File: src/pexst_pkg.sv
// ----------------------------------------------------------------------------
// pexst_pkg
// Shared types and constants for the pin expander slave transfer block.
// ----------------------------------------------------------------------------
package pexst_pkg;

   localparam int unsigned OP_W        = 3;
   localparam int unsigned BYTE_W      = 8;
   localparam int unsigned WORD_W      = 16;
   localparam int unsigned CSR_INDEX_W = 1;

   // transfer operation codes, codes 6 and 7 do nothing
   typedef enum logic [OP_W-1:0] {
      OP_LOW_CHANGE  = 3'd0,
      OP_HIGH_CHANGE = 3'd1,
      OP_READ_MATCH  = 3'd2,
      OP_TX_REQUEST  = 3'd3,
      OP_WRITE_MATCH = 3'd4,
      OP_RX_BYTE     = 3'd5
   } op_type;

   // register indexes
   localparam logic [CSR_INDEX_W-1:0] REG_HIGH_INPUT_MASK = 1'd0;
   localparam logic [CSR_INDEX_W-1:0] REG_OUTPUT_PIN_MASK = 1'd1;

   localparam logic [BYTE_W-1:0] MASK_RESET = 8'hFF;

   // bytes per state word, kept as the last value of the sent count
   localparam logic [1:0] SENT_LAST = 2'd2;

   typedef struct packed {
      logic [OP_W-1:0]   op;
      logic [BYTE_W-1:0] pin_levels;
      logic [BYTE_W-1:0] rx_byte;
   } req_item_type;

   typedef struct packed {
      logic [BYTE_W-1:0] tx_byte;
      logic              tx_valid;
      logic [BYTE_W-1:0] port_value;
      logic              port_write;
      logic [WORD_W-1:0] state_word;
      logic              request_line;
   } rsp_item_type;

   typedef struct packed {
      logic                   valid;
      logic [CSR_INDEX_W-1:0] index;
      logic [BYTE_W-1:0]      data;
   } cfg_write_type;

endpackage

File: src/pexst_if.sv
// ----------------------------------------------------------------------------
// pexst_if
// Request, response and register-write channels of the pin expander block.
// ----------------------------------------------------------------------------
interface pexst_req_if;
   logic       valid;
   logic       ready;
   logic [2:0] op;
   logic [7:0] pin_levels;
   logic [7:0] rx_byte;

   modport source (output valid, output op, output pin_levels, output rx_byte,
                   input ready);
   modport sink (input valid, input op, input pin_levels, input rx_byte,
                 output ready);
endinterface

interface pexst_rsp_if;
   logic        valid;
   logic        ready;
   logic [7:0]  tx_byte;
   logic        tx_valid;
   logic [7:0]  port_value;
   logic        port_write;
   logic [15:0] state_word;
   logic        request_line;

   modport source (output valid, output tx_byte, output tx_valid, output port_value,
                   output port_write, output state_word, output request_line,
                   input ready);
   modport sink (input valid, input tx_byte, input tx_valid, input port_value,
                 input port_write, input state_word, input request_line,
                 output ready);
endinterface

interface pexst_csr_if;
   logic       valid;
   logic       ready;
   logic [0:0] index;
   logic [7:0] data;

   modport source (output valid, output index, output data, input ready);
   modport sink (input valid, input index, input data, output ready);
endinterface

File: src/pexst_core.sv
// ----------------------------------------------------------------------------
// pexst_core
// Transfer state: input word, request flag, send shifter and receive count.
// One request is applied per step, the response is formed combinationally.
// ----------------------------------------------------------------------------
module pexst_core
   import pexst_pkg::*;
(
   input  logic          clock,
   input  logic          reset,
   input  logic          step,
   input  req_item_type  item,
   input  cfg_write_type cfg,
   output rsp_item_type  result
);

   logic [BYTE_W-1:0] high_mask_ff, high_mask_in;
   logic [BYTE_W-1:0] out_mask_ff, out_mask_in;
   logic [WORD_W-1:0] word_ff, word_in;
   logic              pending_ff, pending_in;
   logic [WORD_W-1:0] shift_ff, shift_in;
   logic [WORD_W-1:0] snap_ff, snap_in;
   logic [1:0]        sent_cnt_ff, sent_cnt_in;
   logic [BYTE_W-1:0] recv_cnt_ff, recv_cnt_in;
   logic [BYTE_W-1:0] pins_n;

   assign pins_n = ~item.pin_levels;

   always_comb begin
      high_mask_in = high_mask_ff;
      out_mask_in  = out_mask_ff;
      if (cfg.valid) begin
         case (cfg.index)
            REG_HIGH_INPUT_MASK: high_mask_in = cfg.data;
            REG_OUTPUT_PIN_MASK: out_mask_in  = cfg.data;
            default: ;
         endcase
      end
   end

   always_comb begin
      word_in     = word_ff;
      pending_in  = pending_ff;
      shift_in    = shift_ff;
      snap_in     = snap_ff;
      sent_cnt_in = sent_cnt_ff;
      recv_cnt_in = recv_cnt_ff;
      result      = '0;
      case (op_type'(item.op))
         OP_LOW_CHANGE: begin
            word_in    = {word_ff[WORD_W-1:BYTE_W], pins_n};
            pending_in = 1'b1;
         end
         OP_HIGH_CHANGE: begin
            word_in    = {pins_n & high_mask_ff, word_ff[BYTE_W-1:0]};
            pending_in = 1'b1;
         end
         OP_READ_MATCH: begin
            shift_in    = word_ff;
            snap_in     = word_ff;
            sent_cnt_in = 2'd0;
         end
         OP_TX_REQUEST: begin
            if (sent_cnt_ff != SENT_LAST) begin
               result.tx_byte  = shift_ff[BYTE_W-1:0];
               result.tx_valid = 1'b1;
               shift_in        = {{BYTE_W{1'b0}}, shift_ff[WORD_W-1:BYTE_W]};
               sent_cnt_in     = sent_cnt_ff + 2'd1;
               // drop the request only if nothing changed since the snapshot
               if (sent_cnt_in == SENT_LAST && snap_ff == word_ff) begin
                  pending_in = 1'b0;
               end
            end
         end
         OP_WRITE_MATCH: begin
            recv_cnt_in = '0;
         end
         OP_RX_BYTE: begin
            recv_cnt_in = recv_cnt_ff + 8'd1;
            if (recv_cnt_in == 8'd1) begin
               result.port_value = item.rx_byte & out_mask_ff;
               result.port_write = 1'b1;
            end
         end
         default: ;
      endcase
      result.state_word   = word_in;
      result.request_line = pending_in;
   end

   always_ff @(posedge clock) begin
      if (reset) begin
         high_mask_ff <= MASK_RESET;
         out_mask_ff  <= MASK_RESET;
         word_ff      <= '0;
         pending_ff   <= 1'b0;
         shift_ff     <= '0;
         snap_ff      <= '0;
         sent_cnt_ff  <= '0;
         recv_cnt_ff  <= '0;
      end else begin
         high_mask_ff <= high_mask_in;
         out_mask_ff  <= out_mask_in;
         if (step) begin
            word_ff     <= word_in;
            pending_ff  <= pending_in;
            shift_ff    <= shift_in;
            snap_ff     <= snap_in;
            sent_cnt_ff <= sent_cnt_in;
            recv_cnt_ff <= recv_cnt_in;
         end
      end
   end

`ifndef SYNTHESIS
   a_sent_cnt_range: assert property (@(posedge clock) disable iff (reset)
      sent_cnt_ff != 2'd3)
      else $error("sent count out of range");

   a_tx_done_holds: assert property (@(posedge clock) disable iff (reset)
      step && item.op == OP_TX_REQUEST && sent_cnt_ff == SENT_LAST
      |=> $stable(shift_ff) && $stable(pending_ff))
      else $error("transmit after last byte changed state");

   a_change_raises: assert property (@(posedge clock) disable iff (reset)
      step && (item.op == OP_LOW_CHANGE || item.op == OP_HIGH_CHANGE) |=> pending_ff)
      else $error("pin change did not raise request line");

   a_port_first_byte: assert property (@(posedge clock) disable iff (reset)
      step && result.port_write |=> recv_cnt_ff == 8'd1)
      else $error("port written on other than first byte");
`endif

endmodule

File: src/pin_expander_slave_transfer_top.sv
// ----------------------------------------------------------------------------
// pin_expander_slave_transfer_top
// Input expander slave transfer logic with request and response registers.
//
//   channel   direction  contents
//   req_ch    in         op, pin_levels, rx_byte
//   rsp_ch    out        tx_byte, tx_valid, port_value, port_write,
//                        state_word, request_line
//   csr_ch    in         index, data (register write, always ready)
//
// One request per clock cycle sustained while responses are taken; a response is
// valid once its request has passed the input register, then the response register.
// The state update in pexst_core is one combinational pass between those registers.
// Synchronous active-high reset clears state, masks return to all ones.
// A stalled response holds in its register; the input register takes one more
// request, then the request side stalls until the response is taken.
// ----------------------------------------------------------------------------
module pin_expander_slave_transfer_top
   import pexst_pkg::*;
(
   input  logic        clock,
   input  logic        reset,
   pexst_req_if.sink   req_ch,
   pexst_rsp_if.source rsp_ch,
   pexst_csr_if.sink   csr_ch
);

   logic          in_valid_ff, in_valid_in;
   req_item_type  in_item_ff, in_item_in;
   logic          out_valid_ff, out_valid_in;
   rsp_item_type  out_item_ff, out_item_in;
   logic          advance;
   logic          req_fire;
   rsp_item_type  core_result;
   cfg_write_type cfg;

   assign advance        = in_valid_ff && (!out_valid_ff || rsp_ch.ready);
   assign req_ch.ready   = !in_valid_ff || advance;
   assign req_fire       = req_ch.valid && req_ch.ready;
   assign csr_ch.ready   = 1'b1;

   assign cfg.valid = csr_ch.valid;
   assign cfg.index = csr_ch.index;
   assign cfg.data  = csr_ch.data;

   pexst_core u_core (
      .clock  (clock),
      .reset  (reset),
      .step   (advance),
      .item   (in_item_ff),
      .cfg    (cfg),
      .result (core_result)
   );

   always_comb begin
      in_valid_in = in_valid_ff;
      in_item_in  = in_item_ff;
      if (req_fire) begin
         in_valid_in = 1'b1;
         in_item_in  = '{op: req_ch.op, pin_levels: req_ch.pin_levels,
                         rx_byte: req_ch.rx_byte};
      end else if (advance) begin
         in_valid_in = 1'b0;
      end
      out_valid_in = out_valid_ff;
      out_item_in  = out_item_ff;
      if (advance) begin
         out_valid_in = 1'b1;
         out_item_in  = core_result;
      end else if (rsp_ch.ready) begin
         out_valid_in = 1'b0;
      end
   end

   always_ff @(posedge clock) begin
      if (reset) begin
         in_valid_ff  <= 1'b0;
         out_valid_ff <= 1'b0;
      end else begin
         in_valid_ff  <= in_valid_in;
         out_valid_ff <= out_valid_in;
      end
      in_item_ff  <= in_item_in;
      out_item_ff <= out_item_in;
   end

   assign rsp_ch.valid        = out_valid_ff;
   assign rsp_ch.tx_byte      = out_item_ff.tx_byte;
   assign rsp_ch.tx_valid     = out_item_ff.tx_valid;
   assign rsp_ch.port_value   = out_item_ff.port_value;
   assign rsp_ch.port_write   = out_item_ff.port_write;
   assign rsp_ch.state_word   = out_item_ff.state_word;
   assign rsp_ch.request_line = out_item_ff.request_line;

endmodule

File: src/flat_wrapper.sv
// flat-port wrapper written by rule: the top's interface ports become plain ports
module pin_expander_slave_transfer_top_flat import pexst_pkg::*;
  (clock, reset, req_ch_valid, req_ch_op, req_ch_pin_levels, req_ch_rx_byte, req_ch_ready, rsp_ch_valid, rsp_ch_tx_byte, rsp_ch_tx_valid, rsp_ch_port_value, rsp_ch_port_write, rsp_ch_state_word, rsp_ch_request_line, rsp_ch_ready, csr_ch_valid, csr_ch_index, csr_ch_data, csr_ch_ready);
  pexst_req_if req_ch_i ();
  pexst_rsp_if rsp_ch_i ();
  pexst_csr_if csr_ch_i ();
  input  logic clock;
  input  logic reset;
  input wire logic [$bits(req_ch_i.valid)-1:0] req_ch_valid;
  input wire logic [$bits(req_ch_i.op)-1:0] req_ch_op;
  input wire logic [$bits(req_ch_i.pin_levels)-1:0] req_ch_pin_levels;
  input wire logic [$bits(req_ch_i.rx_byte)-1:0] req_ch_rx_byte;
  output wire logic [$bits(req_ch_i.ready)-1:0] req_ch_ready;
  output wire logic [$bits(rsp_ch_i.valid)-1:0] rsp_ch_valid;
  output wire logic [$bits(rsp_ch_i.tx_byte)-1:0] rsp_ch_tx_byte;
  output wire logic [$bits(rsp_ch_i.tx_valid)-1:0] rsp_ch_tx_valid;
  output wire logic [$bits(rsp_ch_i.port_value)-1:0] rsp_ch_port_value;
  output wire logic [$bits(rsp_ch_i.port_write)-1:0] rsp_ch_port_write;
  output wire logic [$bits(rsp_ch_i.state_word)-1:0] rsp_ch_state_word;
  output wire logic [$bits(rsp_ch_i.request_line)-1:0] rsp_ch_request_line;
  input wire logic [$bits(rsp_ch_i.ready)-1:0] rsp_ch_ready;
  input wire logic [$bits(csr_ch_i.valid)-1:0] csr_ch_valid;
  input wire logic [$bits(csr_ch_i.index)-1:0] csr_ch_index;
  input wire logic [$bits(csr_ch_i.data)-1:0] csr_ch_data;
  output wire logic [$bits(csr_ch_i.ready)-1:0] csr_ch_ready;
  assign req_ch_i.valid = req_ch_valid;
  assign req_ch_i.op = req_ch_op;
  assign req_ch_i.pin_levels = req_ch_pin_levels;
  assign req_ch_i.rx_byte = req_ch_rx_byte;
  assign req_ch_ready = req_ch_i.ready;
  assign rsp_ch_valid = rsp_ch_i.valid;
  assign rsp_ch_tx_byte = rsp_ch_i.tx_byte;
  assign rsp_ch_tx_valid = rsp_ch_i.tx_valid;
  assign rsp_ch_port_value = rsp_ch_i.port_value;
  assign rsp_ch_port_write = rsp_ch_i.port_write;
  assign rsp_ch_state_word = rsp_ch_i.state_word;
  assign rsp_ch_request_line = rsp_ch_i.request_line;
  assign rsp_ch_i.ready = rsp_ch_ready;
  assign csr_ch_i.valid = csr_ch_valid;
  assign csr_ch_i.index = csr_ch_index;
  assign csr_ch_i.data = csr_ch_data;
  assign csr_ch_ready = csr_ch_i.ready;
  pin_expander_slave_transfer_top u_core (.clock(clock), .reset(reset), .req_ch(req_ch_i), .rsp_ch(rsp_ch_i), .csr_ch(csr_ch_i));
endmodule
File: config.mk
export PLATFORM = sky130hd
export DESIGN_NAME = pin_expander_slave_transfer_top_flat
export DESIGN_NICKNAME = d
export VERILOG_FILES = /design/src/pexst_pkg.sv /design/src/pexst_if.sv /design/src/pexst_core.sv /design/src/pin_expander_slave_transfer_top.sv /design/src/flat_wrapper.sv
export SDC_FILE = /design/constraint.sdc
export NUM_CORES = 1
export LEC_CHECK = 0
export ABC_AREA = 1
export BUFFER_PORTS_ARGS = -buffer_cell sky130_fd_sc_hd__buf_4
export CORE_ASPECT_RATIO = 1.4
export CORE_MARGIN = 4
export CORE_UTILIZATION = 64
export CTS_BUF_LIST = sky130_fd_sc_hd__clkbuf_4 sky130_fd_sc_hd__clkbuf_8
export DETAILED_ROUTE_END_ITERATION = 7
export PLACE_DENSITY = 0.88
export SETUP_SLACK_MARGIN = 0.1
export SLEW_MARGIN = 10
export SYNTH_ARGS = -nofsm -noshare
export SYNTH_HDL_FRONTEND = slang
export SYNTH_SLANG_ARGS = --single-unit
File: constraint.sdc
create_clock -name clock -period 4.24 [get_ports clock]
set_input_delay 0.848 -clock clock [delete_from_list [all_inputs] [get_ports clock]]
set_output_delay 0.848 -clock clock [all_outputs]
set_load 0.03 [all_outputs]
# Word-level counts from Yosys, hierarchy flattened
# Cells that the tools add are included.
[word_totals]
inputBits = 33
regBits = 131
wordCells = 70
output_inout_bits = 38
[classes]
eq_ne = 10
add_sub_neg = 2
reduce_logical = 20
bitwise = 4
n_mux = 15
[op_table]
columns = ["op", "count"]
rows = [
  ["case mux 16 bit (2 select lines)", 2],
  ["bitwise AND 8 bit", 2],
  ["== test 16 bit", 1],
  ["2-to-1 mux 16 bit", 1],
  ["case mux 8 bit (2 select lines)", 1],
  ["AND reduction 2 bit", 6],
  ["adder 8 x 1 -> 8 bit (second input constant)", 1],
  ["== test 8 x 1 -> 1 bit (second input constant)", 1],
  ["2-to-1 mux 1 bit", 8],
  ["inverter 8 bit", 1],
  ["nonzero test 2 bit", 4],
  ["== test 3 x 2 -> 1 bit (second input constant)", 2],
  ["== test 3 bit (second input constant)", 2],
  ["!= test 2 bit (second input constant)", 2],
  ["case mux 2 bit (2 select lines)", 1],
  ["== test 3 x 1 -> 1 bit (second input constant)", 1],
  ["logical AND 1 bit", 3],
  ["logical NOT 3 bit", 1],
  ["AND reduction 3 bit", 1],
  ["adder 2 x 1 -> 2 bit (second input constant)", 1],
  ["== test 2 bit (second input constant)", 1],
  ["logical NOT 1 bit", 2],
  ["logical OR 1 bit", 2],
  ["2-to-1 mux 2 bit", 1],
  ["other kinds (3)", 3],
]

# Logic depth before layout (Yosys ltp)
[depth]
ltp_word = 6
mapped_depth = 11
depth_no_buf = 11

# By module
# A second synthesis with hierarchy kept.
[hier_totals]
cells_unflattened = 597
hier_area_um2 = 5358.9
[modules_own_cells]
columns = ["mod", "n_inst", "cells_each", "area_each_um2", "seq_area_each_um2"]
rows = [
  ["pexst_core", 1, 529, 3634.7, 1501.4],
  ["pin_expander_slave_transfer_top", 1, 68, 1724.2, 1661.6],
]

# Least setup slack after synthesis
# Ideal clock, no wire load.
[synth_timing]
path_kind = "input-to-reg"
from = "input rsp_ch_ready"
to = "register u_core.u_core.recv_cnt_ff[0]"
n_path_buf = 0
setup_time_ns = 0.118
path_slack_ns = 1.583
cell_stages = 7
t_arrival_ns = 2.539
required_time_ns = 4.122
path_cell_list = "inv_1 nand2_2 nand2_4 inv_1 nand3_1 o21ai_0 nor2_1"
[synth_via]
elab_chain_cells = 3
[synth_lines]
columns = ["item", "line", "source"]
rows = [
  ["start: declaration", "flat_wrapper.sv:21", "input wire logic [$bits(rsp_ch_i.ready)-1:0] rsp_ch_ready;"],
  ["logical OR 1 bit", "pin_expander_slave_transfer_top.sv:37", "assign advance = in_valid_ff && (!out_valid_ff || rsp_ch.ready);"],
  ["logical AND 1 bit", "pin_expander_slave_transfer_top.sv:37", ""],
  ["net u_core.advance", "pin_expander_slave_transfer_top.sv:32", "logic advance;"],
  ["AND reduction 2 bit (no line)", "-", ""],
  ["end signal: assignment", "pexst_core.sv:110", "recv_cnt_ff <= recv_cnt_in;"],
  ["end: declaration", "pexst_core.sv:24", "logic [BYTE_W-1:0] recv_cnt_ff, recv_cnt_in;"],
]
# The timed path passes the listed nets, and every way through them passes these cells.
# A chain may end at the register's enable or synchronous reset.

# Worst setup path after layout
[layout_timing]
from = "input rsp_ch_ready"
to = "register u_core.u_core.recv_cnt_ff[2]"
# The elaborated chain is that of the path after synthesis.

==> out/results.txt <==
Status - finished clean
Total number of vias - 4193
Most frequent cells in the layout - nand2_1 (128), inv_1 (78), dfxtp_1 (77)
Final setup viols - 0
Die Y - 115.4 um
Syn Area/Cell - 8.976 sq um
Slew HR - 28.06%
IO Port Bufs - 69
Pwr dens - 438.0 mW/mm^2
Total Neg Setup Slack - 0 ps
Initial Utilization - 66.76%
Largest family of logic cells by synthesized area - simple AND/OR/NAND/NOR gates
Max VDD drop - 355.3 uV
Final Cycle Share - 63.61%
Via/cell ratio - 5.460
Core Area - 0.007893 sq mm
Synth area leaders - edfxtp_1 (31%), dfxtp_1 (29%), nand2_1 (9.1%)
Met1 Usage GRT - 26.17%
Crit end category - flop
Hold slack - 455.9 ps
Global-route track usage on met2 - 44.90%
Rows - 38
Largest net degree at the start of global routing - 40
CTS tree - built
DR pass1 iterations - 7
Fmax - 370.8 MHz
Hold Buf Count CTS - 0
DP HPWL - 7644 um
Syn_nets - 624
Fraction of the mapped netlist area in compound gates - 12.32%
Post_cts resized - 0
DP Cell Count - 737
Die ar. - 0.009769 sq mm
Post-route ant nets - 0
Final hold violations - 0
Reg-to-Reg Start - u_core.rsp_ch.valid
Number of setup buffers added after CTS - 0
R2r setup slk - 1720 ps
Global-route wire length before repair - 18930 um
Layout area overhead - 18.12%
Hold Path Origin - u_core.u_core.shift_ff[7]
Slowest cell on crit path - inv_1
Worst Path Arrival - 3010 ps
Final wirelength - 11320 um
Vias in the first global route - 4196
Max-cap violations - 0
Critical path cell sequence - buf_4 -> inv_1 -> nand2_2 -> nand2_4 -> inv_1 -> nand3_1 -> a22oi_1 -> nor2_1
CP max stage delay - 870 ps
GP Congestion - 0.8539
Die width - 84.69 um
Mapped cell area - 0.005269 sq mm
CTS max path bufs - 2
Worst setup SP type - input port
Max-slew violations - 0
Grt peak-use layer - met2
Worst skew pair latency - 450 ps
Commonest non-fill, non-tap cell in the layout - nand2_1
Post-DR wirelength/cell - 14.74 um
Area share of the largest cell type after synthesis - 30.78%
Actual slew at the worst max-slew pin - 1078 ps
H-Tree Level Count - 4
Yosys top cell by area - edfxtp_1
Final critical-path required period - 2697 ps
DR iter-0 viols - 478
GR Util met3 - 7.814%
Post-synthesis mux area share - 0%
Worst Hold Class - reg2reg
Sequential element share of the synthesized area - 60.03%
Synth Register Bits - 131
Xor/xnor cell area share of the yosys netlist - 1.164%
Tot GR Track Use - 24.99%
I/O Pins - 71
Skew final - 10.06 ps
Layout Nets - 693
CTS buffer count - 17
CP Class - in2reg
Post-Synth Adder-Cell Area - 0.9499%
RSZ-0062 raised after global routing - false
Post-Synth Simple-Gate Area - 17.60%
Yosys warnings - 0
Cells after synthesis - 587
Antenna cells - 0
Layout cells sized above 1 - 17.22%
Non-Filler Instances - 768
CP Data Required Time - 4560 ps
Root buf cell - clkbuf_8
Clk sink count - 131
Initial antenna violation count - 0
Worst setup path start - rsp_ch_ready
Utilization after layout - 78.85%
Post-route DRC violation count - 0
Critical Path Fanout Max - 36
Leak - 2.632 nW
Fillcell total - 519
GR Overflow Total - 0
Netlist cell types - 32
Top cell by count, worst path - inv_1
Clock-pin slew on the worst setup and hold paths - 60 ps
## power by group
group	leakage (nW)	switching (W)	internal (W)	total (W)
Sequential	1.15	0.0000279	0.00138	0.00140
Clock	0.217	0.000440	0.000629	0.00107
Combinational	1.27	0.000169	0.0000849	0.000254
## state kept, by name (all words and copies together) (netlist names), 2 cells and up
signal	count
u_core.u_core.recv_cnt_ff	8
u_core.u_core.snap_ff	16
u_core.rsp_ch.tx_byte	8
u_core.rsp_ch.state_word	16
u_core.u_core.high_mask_ff	8
u_core.u_core.word_ff	16
u_core.u_core.shift_ff	16
u_core.in_item_ff	19
u_core.u_core.sent_cnt_ff	2
u_core.rsp_ch.port_value	8
u_core.u_core.out_mask_ff	8
## area by class of cell
cell class                 count  area [sq um]  share of cell area [%]
timing repair buffer          70         525.5                   8.444
inverter                      82         307.8                   4.946
tap                          100         125.1                   2.010
clock inverter                 4         70.07                   1.126
multi-input combinational    354          1692                   27.18
sequential                   131          3163                   50.82
clock buffer                  27         340.3                   5.468
## cell usage after synthesis
master and count:
nand2_1 128, inv_1 78, dfxtp_1 77, edfxtp_1 54, nor2_1 53, o21ai_0 52
a21oi_1 46, nand3_1 32, clkbuf_1 11, a211oi_1 7, a22oi_1 6, o21ai_1 5
ha_1 4, inv_2 4, xor2_1 4, buf_2 3, buf_4 3, xnor2_1 3
buf_6 2, nand3_2 2, nor2_4 2, a211oi_2 1, a21boi_0 1, a21oi_4 1
clkbuf_2 1, conb_1 1, nand2_2 1, nand2_4 1, nand4_1 1, nor2_2 1
nor3_1 1, nor3_2 1
## path summary, 6_finish.rpt
check / endpoint / cells after the start
setup / recovery: u_core.u_core.recv_cnt_ff[2] / 8
hold / removal: u_core.u_core.shift_ff[7] / 2
setup reg to reg: u_core.u_core.recv_cnt_ff[2] / 6
hold reg to reg: u_core.u_core.shift_ff[7] / 2
## kinds of logic after synthesis
kind of cell    count (synthesis)
compound gates                119
buf+inv                       102
fa+ha+maj                       4
simple gates                  223
flops                         131
other cells                     1
xor+xnor                        7
## critical path, delay by kind of cell
family / cells / cell delay [ps]
simple gates: 4 / 850
buf+inv: 3 / 1000
compound gates: 1 / 300
## metal layers
layer	routed length (um)	vias to the layer above	share of wire, %
li1	-	2043	-
met1	4194	1920	37
met2	5881	194	52
met3	784	36	6.9
met4	459	0	4.1
met5	0	-	0
## through the flow
step | total power [W] | cell area [sq um] | setup WS (ps)
3_5_place_dp | 0.001678 | 5813 | 1106
5_1_grt | 0.002827 | 6223 | 1283
4_1_cts | 0.002731 | 6223 | 1573
6_report | 0.002726 | 6223 | 1543
3_3_place_gp | 0.001668 | 5813 | 1252
2_1_floorplan | 0.001588 | 5269 | 1583
Power figures use the tool's default switching activity.
